**src/rtl/dht_pkg.sv**
```systemverilog
package dht_pkg;

    localparam int SLOTS_DEFAULT    = 1024;
    localparam int KEY_BITS_DEFAULT = 32;

    localparam int HASH_W    = 32;
    localparam int KEY_W     = 32;
    localparam int SLOT_W    = 10;
    localparam int TOTAL_W   = 11;
    localparam int CFG_W     = 11;
    localparam int CAP_CFG_W = 11;
    localparam int LIMIT_W   = 7;
    localparam int REG_IDX_W = 1;
    localparam int DIGIT_W   = 4;
    localparam int DIV_STEPS = HASH_W / DIGIT_W;
    localparam int PERCENT   = 100;

    localparam logic [CAP_CFG_W-1:0] CAP_RESET   = 11'd1024;
    localparam logic [LIMIT_W-1:0]   LIMIT_RESET = 7'd66;

    localparam logic [REG_IDX_W-1:0] REG_CAPACITY   = 1'b0;
    localparam logic [REG_IDX_W-1:0] REG_LOAD_LIMIT = 1'b1;

    typedef enum logic [1:0] {
        CMD_INSERT = 2'd0,
        CMD_SEARCH = 2'd1,
        CMD_DELETE = 2'd2
    } op_t;

    typedef enum logic [2:0] {
        ST_NEW       = 3'd0,
        ST_REPLACED  = 3'd1,
        ST_FOUND     = 3'd2,
        ST_NOT_FOUND = 3'd3,
        ST_DELETED   = 3'd4,
        ST_FULL      = 3'd5
    } status_t;

    typedef struct packed {
        logic [1:0]        cmd;
        logic [KEY_W-1:0]  key;
        logic [HASH_W-1:0] primary_hash;
        logic [HASH_W-1:0] step_hash;
    } req_t;

    typedef struct packed {
        status_t            status;
        logic [SLOT_W-1:0]  slot;
        logic [TOTAL_W-1:0] element_total;
    } rsp_t;

    typedef struct packed {
        logic clear_step;
        logic load_item;
        logic div_step;
        logic early_result;
        logic probe_first;
        logic probe_next;
        logic commit;
        logic emit;
    } ctl_cmd_t;

    typedef struct packed {
        logic clear_done;
        logic div_last;
        logic early_end;
        logic probe_end;
        logic out_free;
    } ctl_sts_t;

endpackage

```
**src/rtl/dht_ctrl.sv**
```systemverilog
module dht_ctrl (
    input  logic              clk,
    input  logic              rst_n,
    input  logic              req_valid,
    output logic              req_ready,
    input  dht_pkg::ctl_sts_t sts,
    output dht_pkg::ctl_cmd_t ctl
);

    import dht_pkg::*;

    typedef enum logic [5:0] {
        S_CLEAR = 6'b000001,
        S_IDLE  = 6'b000010,
        S_DIV   = 6'b000100,
        S_CHECK = 6'b001000,
        S_PROBE = 6'b010000,
        S_EMIT  = 6'b100000
    } state_t;

    state_t state_reg;
    state_t state_next;

    always_ff @(posedge clk or negedge rst_n)
    begin
        if (!rst_n)
        begin
            state_reg <= S_CLEAR;
        end
        else
        begin
            state_reg <= state_next;
        end
    end

    always_comb
    begin
        state_next = state_reg;
        ctl        = '0;
        req_ready  = 1'b0;
        case (state_reg)
            S_CLEAR:
            begin
                ctl.clear_step = 1'b1;
                if (sts.clear_done)
                begin
                    state_next = S_IDLE;
                end
            end
            S_IDLE:
            begin
                req_ready = 1'b1;
                if (req_valid)
                begin
                    ctl.load_item = 1'b1;
                    state_next    = S_DIV;
                end
            end
            S_DIV:
            begin
                ctl.div_step = 1'b1;
                if (sts.div_last)
                begin
                    state_next = S_CHECK;
                end
            end
            S_CHECK:
            begin
                if (sts.early_end)
                begin
                    ctl.early_result = 1'b1;
                    state_next       = S_EMIT;
                end
                else
                begin
                    ctl.probe_first = 1'b1;
                    state_next      = S_PROBE;
                end
            end
            S_PROBE:
            begin
                if (sts.probe_end)
                begin
                    ctl.commit = 1'b1;
                    state_next = S_EMIT;
                end
                else
                begin
                    ctl.probe_next = 1'b1;
                end
            end
            S_EMIT:
            begin
                if (sts.out_free)
                begin
                    ctl.emit   = 1'b1;
                    state_next = S_IDLE;
                end
            end
            default:
            begin
                state_next = S_IDLE;
            end
        endcase
    end

endmodule

```
**config.mk**
```make
export PLATFORM = sky130hd
export DESIGN_NAME = dht_ctrl
export DESIGN_NICKNAME = d
export VERILOG_FILES = /design/src/rtl/dht_pkg.sv /design/src/rtl/dht_ctrl.sv
export SDC_FILE = /design/constraint.sdc
export NUM_CORES = 1
export LEC_CHECK = 0
export BUFFER_PORTS_ARGS = -buffer_cell sky130_fd_sc_hd__buf_4
export CORE_MARGIN = 2
export CORE_UTILIZATION = 30
export CTS_BUF_LIST = sky130_fd_sc_hd__clkbuf_2
export CTS_CLUSTER_DIAMETER = 60
export DETAILED_ROUTE_END_ITERATION = 6
export GPL_ROUTABILITY_DRIVEN = 0
export GPL_TIMING_DRIVEN = 1
export PLACE_DENSITY_LB_ADDON = 0.2
export SKIP_LAST_GASP = 1
export SYNTH_ARGS = -nofsm -noshare
export SYNTH_HDL_FRONTEND = slang
export SYNTH_SLANG_ARGS = --single-unit
export TNS_END_PERCENT = 50
```
**constraint.sdc**
```tcl
create_clock -name clk -period 1.8 [get_ports clk]
set_clock_uncertainty 0.15 [all_clocks]
set_input_delay 0.09 -clock clk [delete_from_list [all_inputs] [get_ports clk]]
set_output_delay 0.09 -clock clk [all_outputs]
set_load 0.05 [all_outputs]
```
==> results of run 1 <==
cell usage in the layout, fill, tap and decap left out, types with 2 or more instances in the layout:
| cell | n |
|---|---|
| nand3_1 | 2 |
| dfrtp_2 | 4 |
| and3b_1 | 2 |
| buf_4 | 21 |
| nand2_1 | 2 |
| dlygate4sd3_1 | 5 |
| nor2b_1 | 2 |
| nor2_1 | 8 |
| clkbuf_2 | 4 |
| o21ai_1 | 2 |
| nor3b_1 | 3 |
| o21ai_0 | 2 |
| nor4b_1 | 2 |
| inv_1 | 4 |
power breakdown:
part	total (mW)	switching, mW	internal, mW	leakage (nW)
clock	0.119	0.0597	0.0589	0.0166
combinational	0.617	0.328	0.289	0.280
sequential	0.244	0.0697	0.174	0.0705
logic make-up (layout without fill, tap and decap cells):
kind of cell    Yosys count  in the layout  share of synthesized area [%]
simple gates             29             29                           44.7
compound gates            9              9                           14.2
flops                     6              6                           33.2
buf+inv                   6             36                           6.03
xor+xnor                  1              1                           1.92
stage by stage:
step / power (mW) / setup TNS (ns) / instance area, sq um
after floorplan: 0.638 / 0 / 457
after global placement: 0.751 / 0 / 584
after detailed placement: 0.753 / 0 / 584
after CTS: 0.906 / 0 / 673
after global routing: 1.05 / -0.144 / 726
final: 0.980 / 0 / 726
worst reg2reg max path: cells and delay by family (launching register included):
family          cells  cell delay, ns
simple gates        1            0.12
flops               1            0.46
buf+inv             1            0.15
compound gates      3            0.64
worst paths after layout:
kind	endpoint	slack [ns]
setup reg to reg	state_reg[5]	0.22
min in group asynchronous	state_reg[4]	0.03
hold reg to reg	state_reg[5]	0.56
max in group asynchronous	state_reg[0]	1.26
setup / recovery	ctl[0]	0.009
hold / removal	state_reg[5]	0.006
cell type report:
class / count / area, sq um / share of cell area (%)
inverter: 4 / 15.0 / 2.07
sequential: 6 / 156 / 21.6
tap: 16 / 20.0 / 2.76
multi-input combinational: 39 / 280 / 38.6
timing repair buffer: 28 / 234 / 32.2
clock buffer: 4 / 20.0 / 2.76
metal layers:
metal | GRT usage [%] | part of all wire [%] | up-vias
met1 | 20.2 | 46 | 232
li1 | - | - | 244
met2 | 23.6 | 48 | 11
met3 | 2.55 | 3.7 | 3
met4 | 9.09 | 2.3 | 0
met5 | 0 | 0 | -
cell usage after synthesis (2+ instances only):
cell type / n
nor2_1: 8
dfrtp_1: 5
inv_1: 4
nor3b_1: 3
and3b_1: 2
nand2_1: 2
nand3_1: 2
nor2b_1: 2
nor4b_1: 2
o21ai_0: 2
o21ai_1: 2
repair_timing:
item / CTS / global route
endpoints found under the hold margin: 10 / 0
pin swaps: 1 / 4
resized for setup: 3 / 5
hold buffers: 5 / 0
setup endpoints to repair: 2 / 5
buffers inserted: 2 / 5
==> run summary, run 1 <==
Total clock sinks = 6
Mapped cell area = 457 sq um
Sequential share of the synthesized area = 33.2%
Vias = 490
Synth Net Count = 59
Worst Setup SP = state_reg[2]
Die height = 43.0 microns
CTS Buf Count = 3
Yosys reg bits = 6
Relative slew slack = 76.5%
N_diodes = 0
DR WL/cell = 11.8 microns
Synth area leader = dfrtp_1
Syn Area/Cell = 8.95 sq um
Hold Slack = 0.00580 ns
Die area = 1850 sq um
Max reg flops = 6
Clock transition at path regs = 0.07 ns
Reg-to-Reg Start = state_reg[2]
Slowest CP cell = dfrtp_2
Dominant cells by area after synthesis = dfrtp_1, nor2_1, dfstp_2
Hold path startpoint = sts[0]
Latest clock arrival within the worst-skew pair = 0.25 ns
CTS tree = done
WP depth = 4
Maximum vdd drop = 0.705 mV
Final core utilization = 49.3%
Routed Antenna Nets = 0
DRC viols = 0
Ys flop type = dfrtp_1
Worst-case reg-to-reg path depth = 5
Setup WS pre-CTS = 0.216 ns
Grt ovf = 0
PortBufs = 16
Hold path depth = 4
Crit share post-route = 99.5%
Syn Inst Count = 51
Placement Rows = 14
Global-route wire length before repair = 2080 microns
Critical path type = reg2out
Initial core utilization = 31.0%
CP Capture Type = output port
Share of the synthesized area in the top cell type = 27.4%
Status = completed
Maxcap violations = 0
Clock Tree Buf Depth = 2
Chip width = 43.0 microns
Crit path largest cell delay = 0.46 ns
Buf/Inv on CP = 2
Core ar. = 1470 sq um
Synth warn = 0
Number of antenna violations at the first check in global routing = 0
DR pass1 iterations = 3
Setup Viol. Count Final = 0
Global-route usage over all layers = 15.4%
Post-synth EDFFs = 0
Ys async rst share = 100%
RSZ-0062 raised after global routing = true
Critical path, cell by cell = nor4_4 > buf_4 > and4b_1 > buf_6
Htree depth = 1
Synth unique cells = 28
Clock root buffer = clkbuf_2
Power density over the cells = 1350 nW/um^2
Layout cells sized above 1 = 48.1%
Min Tclk post-route = 1.79 ns
Peak Freq = 558 MHz
Critical Path Fanout Max = 6
CP Launch Type = flip-flop
Post-Layout Cell Count = 97
DR iter-0 viols = 2
Final wirelength = 1150 microns
Final hold vios = 0
Layout Nets = 90
Largest net degree at the start of global routing = 11
Hpwl dp = 808 microns
Critical Path AT = 1.55 ns
Placed insts = 81
Synth-to-Final Area Change = 58.9%
Via/cell ratio = 5.05
Slew Viols, Final = 0
Fin worst setup slack = 0.00895 ns
Worst-Margin Slew = 0.348 ns
Ports = 17
Vias in the first global route = 444
Filler Cells Inserted = 143
Worst Hold Class = in2reg
CP top delay family = simple AND/OR/NAND/NOR gates
Leak = 0.367 nW
WP data required = 1.56 ns
Power figures use the tool's default switching activity.
==> inputs of run 2 (changes only) <==
--- a/config.mk
+++ b/config.mk
@@ -5,7 +5,7 @@
 export SDC_FILE = /design/constraint.sdc
 export NUM_CORES = 1
 export LEC_CHECK = 0
-export BUFFER_PORTS_ARGS = -buffer_cell sky130_fd_sc_hd__buf_4
+export BUFFER_PORTS_ARGS = -buffer_cell sky130_fd_sc_hd__buf_2
 export CORE_MARGIN = 2
 export CORE_UTILIZATION = 30
 export CTS_BUF_LIST = sky130_fd_sc_hd__clkbuf_2
==> run 2 against run 1 <==
The flow now finishes with violations (setup timing). Highest routed layer unchanged. Routed wire length fell by 5.7%. Total power fell by 7.7%. Sequential power rose by 7%. Cell count fell by 4.1%. Flip-flop and latch count did not move. Final area fell by 7.8%. Worst setup slack got worse by 0.018 ns.
==> run summary, run 2 (synthesized netlist as in run 1, its figures left out) <==
Status = finished with violations
Failing checks = setup timing
Total clock sinks = 6
Hold path startpoint = sts[0]
Hold endpoint = state_reg[5]
Setup Viol. Count Final = 1
DR pass1 iterations = 4
Core ar. = 1470 sq um
DRC viols = 0
Clock Tree Buf Depth = 2
CTS tree = done
Final core utilization = 45.5%
Layout cells sized above 1 = 46.8%
Die area = 1850 sq um
Final hold vios = 0
Multi-input logic area = 289 sq um
Number of antenna violations at the first check in global routing = 0
Routed Antenna Nets = 0
CP Launch Type = flip-flop
Max reg flops = 6
Comb pwr share = 58.9%
Min Tclk post-route = 1.81 ns
Grt ovf = 0
Latest clock arrival within the worst-skew pair = 0.23 ns
Global-route wire length before repair = 1840 microns
Setup WS pre-CTS = 0.170 ns
Relative slew slack = 73.7%
Worst-Margin Slew = 0.390 ns
Die height = 43.0 microns
Via/cell ratio = 5.11
Worst Hold Class = in2reg
Psw = 0.438 mW
DR iter-0 viols = 8
Sequential fraction of design power = 28.7%
Placed insts = 81
Layout Nets = 86
Critical path type = reg2out
N_diodes = 0
Clock Power Share = 12.3%
Synth-to-Final Area Change = 46.6%
Most frequent cells in the layout = buf_2, nor2_1, dlygate4sd3_1, dfrtp_2
Most common cell after layout, fill and taps aside = buf_2
Flop2flop setup slack = 0.19 ns
Maximum vdd drop = 1.11 mV
CP Capture Type = output port
DR WL/cell = 11.7 microns
Total area of sequential cells = 158 sq um
Placement Rows = 14
Fin worst setup slack = -0.00874 ns
Crit Reg-Reg Endpoint = state_reg[5]
Ports = 17
Reg-to-Reg Start = state_reg[0]
Slew Viols, Final = 0
CTS Buf Count = 3
Clock root buffer = clkbuf_2
Hold path depth = 4
Final wirelength = 1080 microns
Internal power = 0.466 mW
Vias in the first global route = 431
WP data required = 1.56 ns
Power density over the cells = 1350 nW/um^2
Largest net degree at the start of global routing = 11
Clock transition at path regs = 0.07 ns
Chip width = 43.0 microns
Crit share post-route = 100%
Post-Layout Cell Count = 93
Hpwl dp = 759 microns
Peak Freq = 553 MHz
Initial core utilization = 31.0%
Vias = 475
Sw frac = 48.4%
PortBufs = 16
Hold Slack = 0.0395 ns
Leak = 0.340 nW
Htree depth = 1
Filler Cells Inserted = 153
Worst-case reg-to-reg path depth = 4
Global-route usage over all layers = 13.3%
Maxcap violations = 0
Critical Path Fanout Max = 7
RSZ-0062 raised after global routing = true
Critical Path AT = 1.57 ns
## run 2: cell count changes in the layout (fill, tap and decap cells not counted)
cell,change
nor4_2,-1
nor4_4,+1
clkbuf_4,+2
dfrtp_2,+1
dfrtp_1,-1
buf_6,-1
buf_4,-18
buf_2,+13
## run 2: cell type report
type / count / share of cell area (%)
Inverter: 4 / 2.24
Timing Repair Buffer: 24 / 25.0
Tap cell: 16 / 2.99
Sequential cell: 6 / 23.6
Clock buffer: 4 / 2.99
Multi-Input combinational cell: 39 / 43.2
## run 2: worst max-delay path by stage
stage                    to  slack (ns)          from  depth (start not counted)
2_1_floorplan  state_reg[0]        0.12  state_reg[1]                          3
3_3_place_gp         ctl[1]        0.20  state_reg[1]                          4
3_5_place_dp         ctl[1]        0.17  state_reg[1]                          4
4_1_cts              ctl[5]       -0.02  state_reg[4]                          4
5_1_grt              ctl[2]       -0.11  state_reg[1]                          4
6_report             ctl[1]      -0.009  state_reg[1]                          4
## run 2: per-stage QoR
stage          cell area, sq um  setup TNS [ns]  total power, mW
6_report                    669        -0.00874            0.904
5_1_grt                     669          -0.530            0.984
4_1_cts                     628         -0.0212            0.854
3_5_place_dp                544               0            0.717
3_3_place_gp                544               0            0.715
2_1_floorplan               457               0            0.638
## run 2: critical path, cell delays in order (launching register included)
cell	delay (ns)
dfrtp_2	0.47
nor4_4	0.36
and3b_1	0.23
and2_4	0.15
buf_8	0.13
## run 2: metal layers
layer	up-vias	GRT usage, %	wire, microns
met5	-	0	0
met2	18	19.7	486
met4	0	3.64	3
met3	2	5.53	60
met1	218	17.6	533
li1	237	-	-
## run 2: what timing repair did
action	4_1_cts	5_1_grt
resized for setup	4	8
endpoints found under the hold margin	10	0
endpoints found under the setup margin	3	9
cloned	0	0
pin swaps	1	2
setup buffers	1	2
hold buffers	5	0
## run 2: power groups by stage
stage	Combinational [mW]	Clock [mW]	Sequential (mW)
detailed placement	0.462	0	0.255
floorplan	0.428	0	0.210
global route	0.588	0.130	0.266
global placement	0.464	0	0.252
finish	0.533	0.112	0.260
CTS	0.483	0.118	0.252
==> inputs of run 3 (changes only) <==
--- a/config.mk
+++ b/config.mk
@@ -6,11 +6,11 @@
 export NUM_CORES = 1
 export LEC_CHECK = 0
 export BUFFER_PORTS_ARGS = -buffer_cell sky130_fd_sc_hd__buf_2
-export CORE_MARGIN = 2
-export CORE_UTILIZATION = 30
+export CORE_AREA = 2 2 39 41
 export CTS_BUF_LIST = sky130_fd_sc_hd__clkbuf_2
 export CTS_CLUSTER_DIAMETER = 60
 export DETAILED_ROUTE_END_ITERATION = 6
+export DIE_AREA = 0 0 41 43
 export GPL_ROUTABILITY_DRIVEN = 0
 export GPL_TIMING_DRIVEN = 1
 export PLACE_DENSITY_LB_ADDON = 0.2
==> run 3 against run 2 <==
The flow now finishes without violations. Fmax grew 2.1%. Utilization is 2.2 points higher. Critical path depth is the same. Largest power group unchanged. Die area is 4.7% lower. Hold slack better by 0.011 ns. Routed wire length down 0.46%. Count of clock-buffer cells in the layout unchanged. First-iteration DRC count fell by 75%. Total power is 1.9% lower. Clock power about the same. Non-clock buffer count down 2.
==> run summary, run 3 (synthesized netlist as in run 1, its figures left out) <==
Layout Nets = 84
Core ar. = 1380 sq um
Clock Power Share = 12.6%
Final wirelength = 1080 microns
DR iter-0 viols = 2
Setup WS pre-CTS = 0.174 ns
Largest net degree at the start of global routing = 11
Die area = 1760 sq um
Htree depth = 1
CTS Buf Count = 3
Final hold vios = 0
Status = completed
Vias = 455
Crit Reg-Reg Endpoint = state_reg[5]
Worst Hold Class = in2async
Placement Rows = 14
Number of antenna violations at the first check in global routing = 0
PortBufs = 16
Maxcap violations = 0
Power density over the cells = 1350 nW/um^2
Internal power = 0.453 mW
Ports = 17
Chip width = 41 microns
Setup Viol. Count Final = 0
Reg-to-Reg Start = state_reg[0]
Clock root buffer = clkbuf_2
Die height = 43 microns
Critical path type = reg2out
DR pass1 iterations = 4
CP Capture Type = output port
Psw = 0.434 mW
Worst-case reg-to-reg path depth = 4
Sequential fraction of design power = 29.6%
Vias in the first global route = 413
Slew Viols, Final = 0
Synth-to-Final Area Change = 44.4%
Critical Path AT = 1.53 ns
Most frequent cells in the layout = buf_2, nor2_1, dlygate4sd3_1, dfrtp_2
CTS tree = done
Relative slew slack = 75.6%
Fin worst setup slack = 0.0287 ns
Leak = 0.326 nW
Crit share post-route = 98.4%
Grt ovf = 0
Flop2flop setup slack = 0.19 ns
Most common cell after layout, fill and taps aside = buf_2
Routed Antenna Nets = 0
Clock Tree Buf Depth = 2
Peak Freq = 565 MHz
Via/cell ratio = 5.00
Comb pwr share = 57.8%
Initial core utilization = 33.0%
N_diodes = 0
Min Tclk post-route = 1.77 ns
WP data required = 1.56 ns
Global-route wire length before repair = 1700 microns
Sw frac = 48.9%
Total power = 0.887 mW
RSZ-0062 raised after global routing = true
Final core utilization = 47.6%
Max reg flops = 6
Layout cells sized above 1 = 45.3%
CP Launch Type = flip-flop
Maximum vdd drop = 0.888 mV
Critical Path Fanout Max = 5
DR WL/cell = 11.9 microns
Global-route usage over all layers = 14.4%
Total clock sinks = 6
Hpwl dp = 745 microns
Worst-Margin Slew = 0.363 ns
DRC viols = 0
Latest clock arrival within the worst-skew pair = 0.23 ns
Clock transition at path regs = 0.07 ns
-- run 3: cell types whose count changed in the layout (fill, tap and decap cells not counted), sizes merged --
| cell | change |
|---|---|
| buf | -3 |
| clkbuf | +1 |
-- run 3: worst max-delay path by stage --
| stage | from | end | depth (start not counted) |
|---|---|---|---|
| 2_1_floorplan | state_reg[1] | state_reg[0] | 3 |
| 3_3_place_gp | state_reg[1] | ctl[1] | 4 |
| 4_1_cts | state_reg[3] | ctl[1] | 4 |
| 6_report | state_reg[1] | ctl[1] | 4 |
| 5_1_grt | state_reg[1] | ctl[1] | 4 |
| 3_5_place_dp | state_reg[1] | ctl[1] | 4 |
-- run 3: per-stage QoR --
| stage | TNS (ns) | cell area, sq um | hold slack (ns) | std cells |
|---|---|---|---|---|
| 2_1_floorplan | 0 | 457 | -0.356 | 51 |
| 3_3_place_gp | 0 | 544 | -0.227 | 81 |
| 3_5_place_dp | 0 | 544 | -0.230 | 81 |
| 4_1_cts | -0.0104 | 623 | 0.0425 | 90 |
| 5_1_grt | -0.293 | 659 | 0.0474 | 91 |
| 6_report | 0 | 659 | 0.0510 | 91 |
-- run 3: final cells by class --
cell class                      instances  area [sq um]
Clock buffer                            4          20.0
Tap cell                               16          20.0
Multi-Input combinational cell         39           289
Inverter                                4          15.0
Sequential cell                         6           158
Timing Repair Buffer                   22           158
Fill cell                             141           724
-- run 3: power by group through the flow --
stage	registers [mW]	logic [mW]	clock network [mW]
finish	0.263	0.512	0.112
global route	0.268	0.556	0.131
CTS	0.258	0.473	0.117
detailed placement	0.254	0.464	0
global placement	0.251	0.467	0
floorplan	0.210	0.428	0
-- run 3: metal layers --
metal,global-route usage [%],part of all wire (%),vias up
met1,18.5,49,209
met5,0,0,-
met2,20.3,48,12
met4,8.00,0,0
met3,4.71,3.2,0
li1,-,-,234
-- run 3: critical path, cell delays in order, from the launching register on --
cell,delay [ns]
dfrtp_2,0.46
nor4_4,0.34
and3b_1,0.22
and2_4,0.15
buf_8,0.13
-- run 3: timing repair --
item / in CTS / in global routing
gates cloned: 0 / 0
hold buffers: 5 / 0
endpoints found under the hold margin: 10 / 0
gates resized for setup: 5 / 9
endpoints found under the setup margin: 3 / 8
pin swaps: 1 / 3
buffers inserted: 0 / 1
